### src/hw/rtl/ocsa_pkg.sv
// Shared types and constants of the overlap-checked slot allocator.
`default_nettype none

package ocsa_pkg;

    // Fixed field widths.
    localparam int RES_ID_W  = 6;
    localparam int STATUS_W  = 3;
    localparam int HALF_W    = 15;
    localparam int CFG_IDX_W = 1;

    // Operation codes on the input channel.
    localparam logic FUNC_ADD    = 1'b0;
    localparam logic FUNC_REMOVE = 1'b1;

    // Configuration register indexes.
    localparam logic [CFG_IDX_W-1:0] CFG_HALF_X = 1'b0;
    localparam logic [CFG_IDX_W-1:0] CFG_HALF_Y = 1'b1;

    // Reset value of both half sizes (0.5 in unsigned Q3.12).
    localparam logic [HALF_W-1:0] HALF_RESET = 15'd2048;

    // Result status codes.
    localparam logic [STATUS_W-1:0] ST_ADDED   = 3'd0;
    localparam logic [STATUS_W-1:0] ST_OVERLAP = 3'd1;
    localparam logic [STATUS_W-1:0] ST_FULL    = 3'd2;
    localparam logic [STATUS_W-1:0] ST_REMOVED = 3'd3;
    localparam logic [STATUS_W-1:0] ST_INVALID = 3'd4;

    // Commands from the controller to the datapath.
    typedef struct packed {
        logic load;
        logic scan_start;
        logic scan_run;
        logic rem_read;
        logic rem_exec;
        logic alloc;
        logic out_load;
    } ocsa_cmd_t;

    // Status from the datapath to the controller.
    typedef struct packed {
        logic scan_hit;
        logic scan_done;
        logic out_free;
    } ocsa_sts_t;

endpackage

`default_nettype wire

### src/hw/rtl/ocsa_ctrl.sv
// Controller state machine of the slot allocator.
`default_nettype none

module ocsa_ctrl (
    input  wire logic              aclk,
    input  wire logic              aresetn,
    input  wire logic              s_valid,
    output logic                   s_ready,
    input  wire logic              s_func,
    input  wire ocsa_pkg::ocsa_sts_t sts,
    output ocsa_pkg::ocsa_cmd_t    cmd
);

    import ocsa_pkg::*;

    localparam logic [2:0] S_IDLE     = 3'd0;
    localparam logic [2:0] S_SCAN     = 3'd1;
    localparam logic [2:0] S_ALLOC    = 3'd2;
    localparam logic [2:0] S_REM_RD   = 3'd3;
    localparam logic [2:0] S_REM_EXEC = 3'd4;
    localparam logic [2:0] S_FIN      = 3'd5;

    logic [2:0] state_reg;
    logic [2:0] state_next;

    // Next state and command decode.
    always_comb begin
        state_next = state_reg;
        cmd        = '0;
        s_ready    = 1'b0;
        unique case (state_reg)
            S_IDLE: begin
                s_ready = 1'b1;
                if (s_valid) begin
                    cmd.load = 1'b1;
                    if (s_func == FUNC_REMOVE) begin
                        state_next = S_REM_RD;
                    end else begin
                        cmd.scan_start = 1'b1;
                        state_next     = S_SCAN;
                    end
                end
            end
            S_SCAN: begin
                cmd.scan_run = 1'b1;
                if (sts.scan_hit) begin
                    state_next = S_FIN;
                end else if (sts.scan_done) begin
                    state_next = S_ALLOC;
                end
            end
            S_ALLOC: begin
                cmd.alloc  = 1'b1;
                state_next = S_FIN;
            end
            S_REM_RD: begin
                cmd.rem_read = 1'b1;
                state_next   = S_REM_EXEC;
            end
            S_REM_EXEC: begin
                cmd.rem_exec = 1'b1;
                state_next   = S_FIN;
            end
            S_FIN: begin
                if (sts.out_free) begin
                    cmd.out_load = 1'b1;
                    state_next   = S_IDLE;
                end
            end
            default: begin
                state_next = S_IDLE;
            end
        endcase
    end

    // State register.
    always_ff @(posedge aclk) begin
        if (!aresetn) begin
            state_reg <= S_IDLE;
        end else begin
            state_reg <= state_next;
        end
    end

endmodule

`default_nettype wire

### config.mk
export PLATFORM = sky130hd
export DESIGN_NAME = ocsa_ctrl
export DESIGN_NICKNAME = d
export VERILOG_FILES = /design/src/hw/rtl/ocsa_pkg.sv /design/src/hw/rtl/ocsa_ctrl.sv
export SDC_FILE = /design/constraint.sdc
export NUM_CORES = 1
export LEC_CHECK = 0
export BUFFER_PORTS_ARGS = -buffer_cell sky130_fd_sc_hd__buf_2
export CORE_AREA = 2 2 39 41
export CTS_CLUSTER_SIZE = 20
export DETAILED_ROUTE_END_ITERATION = 10
export DIE_AREA = 0 0 41 43
export MAX_ROUTING_LAYER = met4
export PLACE_DENSITY = 0.52
export SLEW_MARGIN = 40
export SYNTH_ARGS = -nofsm -noshare
export SYNTH_HDL_FRONTEND = slang
export SYNTH_SLANG_ARGS = --single-unit
### constraint.sdc
create_clock -name aclk -period 1.05 [get_ports aclk]
set_input_delay 0.105 -clock aclk [delete_from_list [all_inputs] [get_ports aclk]]
set_output_delay 0.105 -clock aclk [all_outputs]
set_load 0.005 [all_outputs]
==> results of run 1 <==
==> logic make-up after synthesis <==
| logic type | count (synthesis) | share of synthesized area [%] |
|---|---|---|
| buffers and inverters | 5 | 9.09 |
| DFF | 3 | 25.7 |
| and+or+nand+nor | 13 | 38.5 |
| AOI/OAI and AO/OA | 6 | 22.5 |
| muxes | 1 | 4.28 |
==> power by group <==
part / internal, W / leakage, nW / switching, W / total (W)
combinational: 0.000203 / 0.200 / 0.000124 / 0.000327
sequential: 0.000142 / 0.0264 / 0.0000398 / 0.000182
clock: 0.000143 / 0.0150 / 0.0000692 / 0.000212
total: 0.000488 / 0.241 / 0.000233 / 0.000721
==> worst max-delay path, cell delays in order, from the launching register on <==
cell and delay (ps):
dfxtp_4 360, nor3_4 190, and3_1 170, buf_2 100
==> synth_stat cells (all sizes together) <==
library cell,instances,share of area [%]
a21o,1,3.2
a221oi,2,10
a22o,1,3.7
and2,2,5.3
and3,1,2.7
and3b,1,3.7
and4,1,3.7
and4b,1,4.3
buf,2,4.3
dfxtp,3,26
inv,3,4.8
mux2i,1,4.3
nand2,1,1.6
nor2,2,3.2
nor3,1,4.3
nor3b,3,9.6
o21ai,1,2.1
o21bai,1,3.2
==> how the worst max path moves through the flow <==
stage	startpoint	end	slack, ps	cells past startpoint
final	state_reg[0]	cmd[5]	-120	3
after detailed placement	state_reg[0]	state_reg[0]	-70	3
after global placement	state_reg[0]	state_reg[0]	-70	3
after global routing	state_reg[1]	cmd[5]	-200	3
after CTS	state_reg[0]	cmd[5]	-140	3
after floorplan	state_reg[0]	cmd[5]	30	3
==> layout by cell type, fill, tap and decap left out, drive strengths merged <==
| master | n |
|---|---|
| a21o | 1 |
| dfxtp | 3 |
| inv | 3 |
| mux2i | 1 |
| o21bai | 1 |
| and3 | 1 |
| nor3 | 1 |
| nor2 | 2 |
| nor3b | 3 |
| and4 | 1 |
| clkbuf | 4 |
| and4b | 1 |
| and2 | 2 |
| o21ai | 1 |
| buf | 22 |
| a22o | 1 |
| and3b | 1 |
| nand2 | 1 |
| a221oi | 2 |
==> repair_timing <==
| item | 4_1_cts | 5_1_grt |
|---|---|---|
| pin swaps | 6 | 5 |
| setup buffers | 3 | 0 |
| resized for setup | 10 | 4 |
| endpoints found under the hold margin | 0 | 0 |
| setup endpoints to repair | 10 | 10 |
==> layout make-up <==
class / count / share of cell area [%]
multi-input combinational: 20 / 40.4
timing repair buffer: 22 / 31.5
sequential: 3 / 15.3
clock buffer: 4 / 5.85
tap: 16 / 4.46
inverter: 3 / 2.51
==> routing by layer <==
layer / vias to the layer above / wire length (um) / global-route usage, %
li1: 151 / - / -
met5: - / 0 / -
met3: 0 / 51 / 6.28
met2: 12 / 367 / 14.7
met1: 126 / 262 / 9.32
met4: 0 / 0 / 6.00
==> through the flow <==
| stage | worst slack, ps | cell area (um2) | instances | setup TNS (ps) |
|---|---|---|---|---|
| 5_1_grt | -200 | 449 | 68 | -1330 |
| 3_3_place_gp | -68.7 | 352 | 61 | -95.6 |
| 3_5_place_dp | -74.1 | 352 | 61 | -121 |
| 4_1_cts | -138 | 432 | 68 | -795 |
| 6_report | -118 | 449 | 68 | -690 |
| 2_1_floorplan | 25.9 | 234 | 28 | 0 |
==> Flow_metrics.wiki, run 1 <==
{| class="wikitable"
! Metric !! Value
|-
| DPL Wire Length || 461 um
|-
| Hold Violations, Final || 0
|-
| Via density || 4.25
|-
| Total global routing track utilization || 9.98%
|-
| CTS tree || done
|-
| P per Cell Area || 1610 mW/mm2
|-
| Total grt overflow || 0
|-
| H-tree depth reported by CTS || 1
|-
| Worst Max-Slew Pin Slew || 204 ps
|-
| Endpoint of the most critical register-to-register path || state_reg[0]
|-
| Final clock skew || 12.8 ps
|-
| Post-synthesis instance area || 234 um2
|-
| Sum of routed wire length over all layers || 681 um
|-
| First-pass GRT wire length || 1070 um
|-
| Min cycle time layout || 1170 ps
|-
| Sort of element at the start of the critical path || register
|-
| Core Util, Final || 32.5%
|-
| TritonRoute pass-1 iters || 4
|-
| Antenna violations before repair || 0
|-
| Sequential-to-total area share from yosys stat || 25.7%
|-
| Mean instance size in the synthesized netlist || 8.36 um2
|-
| Final worst path period share || 111%
|-
| Post-detailed-route wirelength per cell || 10.0 um
|-
| Fin worst setup slack || -118 ps
|-
| DRC viols || 0
|-
| Number of nets produced by synthesis || 35
|-
| Count of endpoints failing setup in the final report || 8
|-
| Die boundary width || 41 um
|-
| Slew margin rel. || 86.4%
|-
| Routability Congestion || 0.792
|-
| Number of inserted filler cells in the final layout || 160
|-
| Area of combinational cells with multiple inputs || 181 um2
|-
| Hold path cells || 3
|-
| Clk root buf || clkbuf_4
|-
| Antenna diode count || 0
|-
| Count of hold buffers inserted by post-cts repair || 0
|-
| Run status || complete, but fails checks
|-
| Area growth from synthesis to layout || 92.0%
|-
| Total number of yosys warnings || 0
|-
| Port bufs || 14
|-
| Skew-Pair Late Insertion Delay || 240 ps
|-
| Maximum capacitance violations || 0
|-
| Data arrival time of the critical path || 1060 ps
|-
| Register-to-Register Path Depth || 4
|-
| Vias in the first global route || 283
|-
| Slew Limit Fails || 0
|-
| Type of the worst setup path || reg -> out
|-
| CTS clk-pin slew, worst paths || 50 ps
|-
| Clock buffer count from CTS || 3
|-
| Worst supply voltage drop on vdd || 0.526 mV
|-
| Setup repair after global routing missed its margin || true
|-
| Overall power after layout || 0.000721 W
|-
| Achievable Freq || 856 MHz
|-
| Register-to-Register Setup Slack || -30 ps
|-
| Smallest hold slack || 121 ps
|-
| Highest fanout seen on the critical path || 5
|-
| Flop and latch count out of synthesis || 3
|-
| CP Data Required Time || 940 ps
|-
| Num Clock Sinks || 3
|-
| Reg area || 68.8 um2
|-
| Reg-to-reg startpoint || state_reg[2]
|-
| Share of cells above drive strength 1 || 65.4%
|-
| Die outline height || 43 um
|-
| Layout net count || 60
|-
| Failing checks || setup timing
|-
| Max Buffers Root-to-Sink || 2
|-
| Number of unique standard cell types used by synthesis || 19
|-
| Flip-flop count of the largest register, all copies and words added || 3
|-
| Pin count of the biggest net entering global routing || 6
|-
| Remaining number of nets flagged by the antenna check after routing || 0
|-
| Boundary Pins || 15
|-
| Worst hold-check path type || in -> reg
|-
| Full die area || 0.00176 mm2
|-
| Hold path start || aresetn
|-
| Routed vias || 289
|-
| Starting density of the core || 16.9%
|-
| Capturing element type of the critical path || primary output
|-
| Drt first-iter violations || 1
|-
| Static leakage || 0.241 nW
|-
| Core area || 0.00138 mm2
|-
| Number of standard cells after synthesis || 28
|-
| Total number of placement rows || 14
|-
| Worst hold path endpoint || state_reg[0]
|}
(Power assumes the default switching activity.)
==> inputs of run 2 (changes only) <==
CELL_PAD_IN_SITES_DETAIL_PLACEMENT = 1   (was not set)
CELL_PAD_IN_SITES_GLOBAL_PLACEMENT = 1   (was not set)
PLACE_DENSITY = 0.66   (was 0.52)
==> run 2 against run 1 <==
  * The flow still finishes with violations (setup timing)
  * Cell count up 1.5%
  * Hold slack improved by 21 ps
  * Utilization grew 2.2 points
  * Die area is the same
==> Flow_metrics.wiki, run 2 (same netlist as run 1, synthesis figures left out) <==
{| class="wikitable"
! Metric !! Value
|-
| Metal2 WL || 386 um
|-
| Num Clock Sinks || 3
|-
| Sort of element at the start of the critical path || register
|-
| CTS tree || done
|-
| Area growth from synthesis to layout || 105%
|-
| Static leakage || 0.253 nW
|-
| Clk root buf || clkbuf_4
|-
| Total grt overflow || 0
|-
| Pin count of the biggest net entering global routing || 6
|-
| Antenna violations before repair || 0
|-
| Share of cells above drive strength 1 || 69.8%
|-
| Die boundary width || 41 um
|-
| Slew Limit Fails || 0
|-
| Worst supply voltage drop on vdd || 0.467 mV
|-
| Count of hold buffers inserted by post-cts repair || 0
|-
| TritonRoute pass-1 iters || 2
|-
| Core area || 0.00138 mm2
|-
| Starting density of the core || 16.9%
|-
| Port bufs || 14
|-
| Vias in the first global route || 308
|-
| Capturing element type of the critical path || primary output
|-
| Boundary Pins || 15
|-
| Leading cell type in the layout, fill and taps excluded || buf_2
|-
| Area post-placement || 352 um2
|-
| Die outline height || 43 um
|-
| Data arrival time of the critical path || 1060 ps
|-
| Failing checks || setup timing
|-
| Slew margin rel. || 88.2%
|-
| Commonest non-fill, non-tap cells in the layout || buf_2 (14), buf_4 (5), buf_6 (4)
|-
| Min cycle time layout || 1170 ps
|-
| Layout net count || 61
|-
| Antenna diode count || 0
|-
| Worst hold-check path type || in -> reg
|-
| Final clock skew || 9.88 ps
|-
| TNS Setup || -685 ps
|-
| Routability Congestion || 0.680
|-
| Sum of routed wire length over all layers || 762 um
|-
| Via density || 4.35
|-
| Hold Violations, Final || 0
|-
| Skew-Pair Late Insertion Delay || 240 ps
|-
| Achievable Freq || 856 MHz
|-
| Routed vias || 300
|-
| Fin worst setup slack || -118 ps
|-
| Layout Cell Area excl Fill || 479 um2
|-
| Remaining number of nets flagged by the antenna check after routing || 0
|-
| CP Data Required Time || 940 ps
|-
| P per Cell Area || 1590 mW/mm2
|-
| Final worst path period share || 111%
|-
| Total number of placement rows || 14
|-
| First-pass GRT wire length || 1210 um
|-
| Top metal layer carrying routed signals || met3
|-
| Count of endpoints failing setup in the final report || 8
|-
| Type of the worst setup path || reg -> out
|-
| Met3 Routed Length || 58 um
|-
| Run status || complete, but fails checks
|-
| DRC viols || 0
|-
| Drt first-iter violations || 4
|-
| Max Buffers Root-to-Sink || 2
|-
| Setup repair after global routing missed its margin || true
|-
| Full die area || 0.00176 mm2
|-
| Post-detailed-route wirelength per cell || 11.0 um
|-
| Clock buffer count from CTS || 3
|-
| Wire length on met1 || 318 um
|-
| CTS clk-pin slew, worst paths || 40 ps
|-
| Maximum capacitance violations || 0
|-
| Highest fanout seen on the critical path || 5
|-
| Total global routing track utilization || 10.8%
|-
| H-tree depth reported by CTS || 1
|-
| Flip-flop count of the largest register, all copies and words added || 3
|-
| Worst Max-Slew Pin Slew || 176 ps
|}
run 2: per-stage QoR:
stage / setup slack, ps / utilization [%] / total power (W) / hold slack, ps / cells
2_1_floorplan: 25.9 / - / 0.000303 / 248 / 28
3_3_place_gp: -67.2 / 25.4 / 0.000424 / 372 / 61
3_5_place_dp: -78.1 / 25.4 / 0.000432 / 375 / 61
4_1_cts: -137 / 31.1 / 0.000716 / 118 / 67
5_1_grt: -184 / 34.6 / 0.000824 / 144 / 69
6_report: -118 / 34.6 / 0.000761 / 142 / 69
run 2: where the power goes:
group,total (W),switching (W),internal (W)
clock,0.000207,0.0000645,0.000143
sequential,0.000183,0.0000408,0.000142
combinational,0.000371,0.000146,0.000225
run 2: per-layer routing:
layer / global-route usage, % / vias up
li1: - / 150
met1: 11.3 / 138
met5: - / -
met3: 6.28 / 0
met2: 16.3 / 12
met4: 4.00 / 0
run 2: critical path, stage by stage, from the launching register on:
cell and delay, ps:
dfxtp_4 360, nor3_4 210, and3_1 170, buf_2 100
run 2: timing repair:
item / 4_1_cts / 5_1_grt
resized for setup: 12 / 7
hold endpoints to repair: 0 / 0
pin swaps: 3 / 4
setup endpoints to repair: 10 / 11
buffers inserted: 2 / 2
run 2: worst paths after layout:
check	from	end	slack, ps	cells after the start
worst max-delay path	state_reg[1]	cmd[5]	-120	3
worst min-delay path	aresetn	state_reg[2]	140	3
worst max register to register	state_reg[1]	state_reg[0]	-40	5
worst min register to register	state_reg[2]	state_reg[2]	590	2
run 2: cell type report:
type	count	area, um2
Clock buffer	4	26.3
Timing Repair Buffer	23	153
Fill cell	175	905
Tap cell	16	20.0
Inverter	3	11.3
Sequential cell	3	71.3
Multi-Input combinational cell	20	198
==> inputs of run 3 (changes only) <==
ABC_AREA = 1   (was not set)
ABC_CLOCK_PERIOD_IN_PS = 1050   (was not set)
PLACE_DENSITY = 0.71   (was 0.66)
==> run 3 against run 2 <==
  * The flow still finishes with violations (setup timing)
  * Utilization down 3.3 points
  * Total power up 22%
  * Global-route usage down 1.2 points
  * Synthesized cell count up 50%
  * Non-clock buffer count down 6
  * Largest cell class unchanged
  * Largest power group unchanged
==> Flow_metrics.wiki, run 3 <==
{| class="wikitable"
! Metric !! Value
|-
| Die boundary width || 41 um
|-
| CTS tree || done
|-
| Area share of the leading cell type in the synthesized netlist || 24.9%
|-
| Antenna violations before repair || 0
|-
| Layout net count || 71
|-
| H-tree depth reported by CTS || 1
|-
| Static leakage || 0.239 nW
|-
| Maximum capacitance violations || 0
|-
| Area growth from synthesis to layout || 79.8%
|-
| TNS Setup || -373 ps
|-
| Highest fanout seen on the critical path || 5
|-
| P per Cell Area || 2130 mW/mm2
|-
| Starting density of the core || 17.5%
|-
| CP Data Required Time || 940 ps
|-
| Share of cells above drive strength 1 || 60.3%
|-
| Slew Limit Fails || 0
|-
| Number of nets produced by synthesis || 49
|-
| Post-detailed-route wirelength per cell || 9.19 um
|-
| Dominant synthesized flop cell || dfxtp_1
|-
| Count of endpoints failing setup in the final report || 8
|-
| Min cycle time layout || 1150 ps
|-
| Data arrival time of the critical path || 1050 ps
|-
| Overall power after layout || 0.000926 W
|-
| Switching power as a share of total power || 42.2%
|-
| Port bufs || 14
|-
| Num Clock Sinks || 3
|-
| Total number of placement rows || 14
|-
| Commonest cells in the synthesized netlist || nor2_1 (9), inv_1 (6), nand2_1 (5)
|-
| Sum of routed wire length over all layers || 726 um
|-
| Core area || 0.00138 mm2
|-
| Run status || complete, but fails checks
|-
| Count of hold buffers inserted by post-cts repair || 0
|-
| Net switching power figure || 0.000391 W
|-
| Worst supply voltage drop on vdd || 0.641 mV
|-
| Hold Violations, Final || 0
|-
| Die outline height || 43 um
|-
| CTS clk-pin slew, worst paths || 40 ps
|-
| Sort of element at the start of the critical path || register
|-
| Total global routing track utilization || 9.57%
|-
| Clock group share of total power || 21.3%
|-
| Remaining number of nets flagged by the antenna check after routing || 0
|-
| Clk root buf || clkbuf_4
|-
| Post-synthesis instance area || 241 um2
|-
| Routability Congestion || 0.688
|-
| Capturing element type of the critical path || primary output
|-
| Gate power share || 56.0%
|-
| Total number of yosys warnings || 0
|-
| Post-synth EDFFs || 0
|-
| Fin worst setup slack || -104 ps
|-
| Slew margin rel. || 88.7%
|-
| Total grt overflow || 0
|-
| Setup repair after global routing missed its margin || true
|-
| Sequential-to-total area share from yosys stat || 24.9%
|-
| Vias in the first global route || 317
|-
| Pin count of the biggest net entering global routing || 9
|-
| Boundary Pins || 15
|-
| Cells taking the most area after synthesis || dfxtp_1 (25%), nor2_1 (14%), inv_1 (9.3%), nand2_1 (7.8%), nand2_2 (7.8%)
|-
| Cell type with the highest aggregate area in the netlist || dfxtp_1
|-
| Antenna diode count || 0
|-
| Cell internal pwr || 0.000535 W
|-
| Final worst path period share || 110%
|-
| Mean instance size in the synthesized netlist || 5.75 um2
|-
| Full die area || 0.00176 mm2
|-
| Library cell with the highest instance count after synthesis || nor2_1
|-
| Flip-flop count of the largest register, all copies and words added || 3
|-
| Leading cell type in the layout, fill and taps excluded || buf_2
|-
| First-pass GRT wire length || 1120 um
|-
| Number of standard cells after synthesis || 42
|-
| Share of async-settable or async-resettable flops after synthesis || 0%
|-
| Number of unique standard cell types used by synthesis || 13
|-
| Proportion of power drawn by flip-flops and latches || 22.6%
|-
| Worst Max-Slew Pin Slew || 168 ps
|-
| Final clock skew || 1.11 ps
|-
| Worst hold-check path type || in -> reg
|-
| Achievable Freq || 866 MHz
|-
| Skew-Pair Late Insertion Delay || 230 ps
|-
| Type of the worst setup path || reg -> out
|-
| Max Buffers Root-to-Sink || 2
|-
| DRC viols || 0
|-
| Routed vias || 329
|-
| TritonRoute pass-1 iters || 1
|-
| Via density || 4.16
|-
| Commonest non-fill, non-tap cells in the layout || buf_2 (13), nor2_1 (8), inv_1 (5), nand2_1 (5)
|-
| Clock buffer count from CTS || 3
|-
| Flop and latch count out of synthesis || 3
|-
| Failing checks || setup timing
|-
| Drt first-iter violations || 0
|-
| DPL Wire Length || 537 um
|}
run 3: logic make-up after synthesis:
group / share of synthesized area [%]
AOI/OAI and AO/OA: 5.70
DFF: 24.9
buffers and inverters: 14.0
and+or+nand+nor: 55.4
run 3: area by class of cell:
cell class / count / area, um2
well taps: 16 / 20.0
fillers: 194 / 950
multi-input cells: 30 / 185
repair buffers: 17 / 98.8
inverters: 9 / 36.3
flip-flops and latches: 3 / 67.6
clock buffers: 4 / 26.3
run 3: critical path, cell delays in order (launching register included):
cell and delay [ps]:
dfxtp_4 360, nor2_4 140, nand2_2 90, nor3_2 100
buf_2 130
run 3: stage by stage:
stage	utilization, %	setup slack [ps]	area [um2]	std cells	hold slack (ps)
3_5_place_dp	24.5	-20.4	339	73	361
3_3_place_gp	24.5	-22.2	339	73	359
6_report	31.4	-104	434	79	121
2_1_floorplan	-	113	241	42	246
4_1_cts	28.6	-114	395	78	118
5_1_grt	31.4	-184	434	79	141
run 3: worst paths after layout:
path                      from      endpoint  slack (ps)  cells past startpoint
setup / recovery  state_reg[0]        cmd[5]        -100                      4
setup reg to reg  state_reg[0]  state_reg[1]          20                      7
hold / removal         aresetn  state_reg[0]         120                      3
hold reg to reg   state_reg[0]  state_reg[0]         630                      3
run 3: layer usage:
layer  vias up  wire length [um]  track usage [%]  part of all wire [%]
met2         6               370             13.8                    51
met5         -                 0                -                     0
li1        175                 -                -                     -
met1       148               321             11.9                    44
met3         0                34             1.57                   4.7
met4         0                 0             6.00                     0
run 3: power by group through the flow:
| stage | combinational [W] | clock (W) | sequential [W] |
|---|---|---|---|
| after floorplan | 0.000261 | 0 | 0.000185 |
| after global placement | 0.000402 | 0 | 0.000183 |
| after detailed placement | 0.000406 | 0 | 0.000187 |
| after CTS | 0.000444 | 0.000212 | 0.000203 |
| after global routing | 0.000587 | 0.000220 | 0.000215 |
| final | 0.000519 | 0.000198 | 0.000209 |
run 3: what timing repair did:
action                     CTS  global route
hold endpoints to repair     0             0
resized for setup            7             8
setup buffers                1             1
pin swaps                    3             4
setup endpoints to repair   11            11
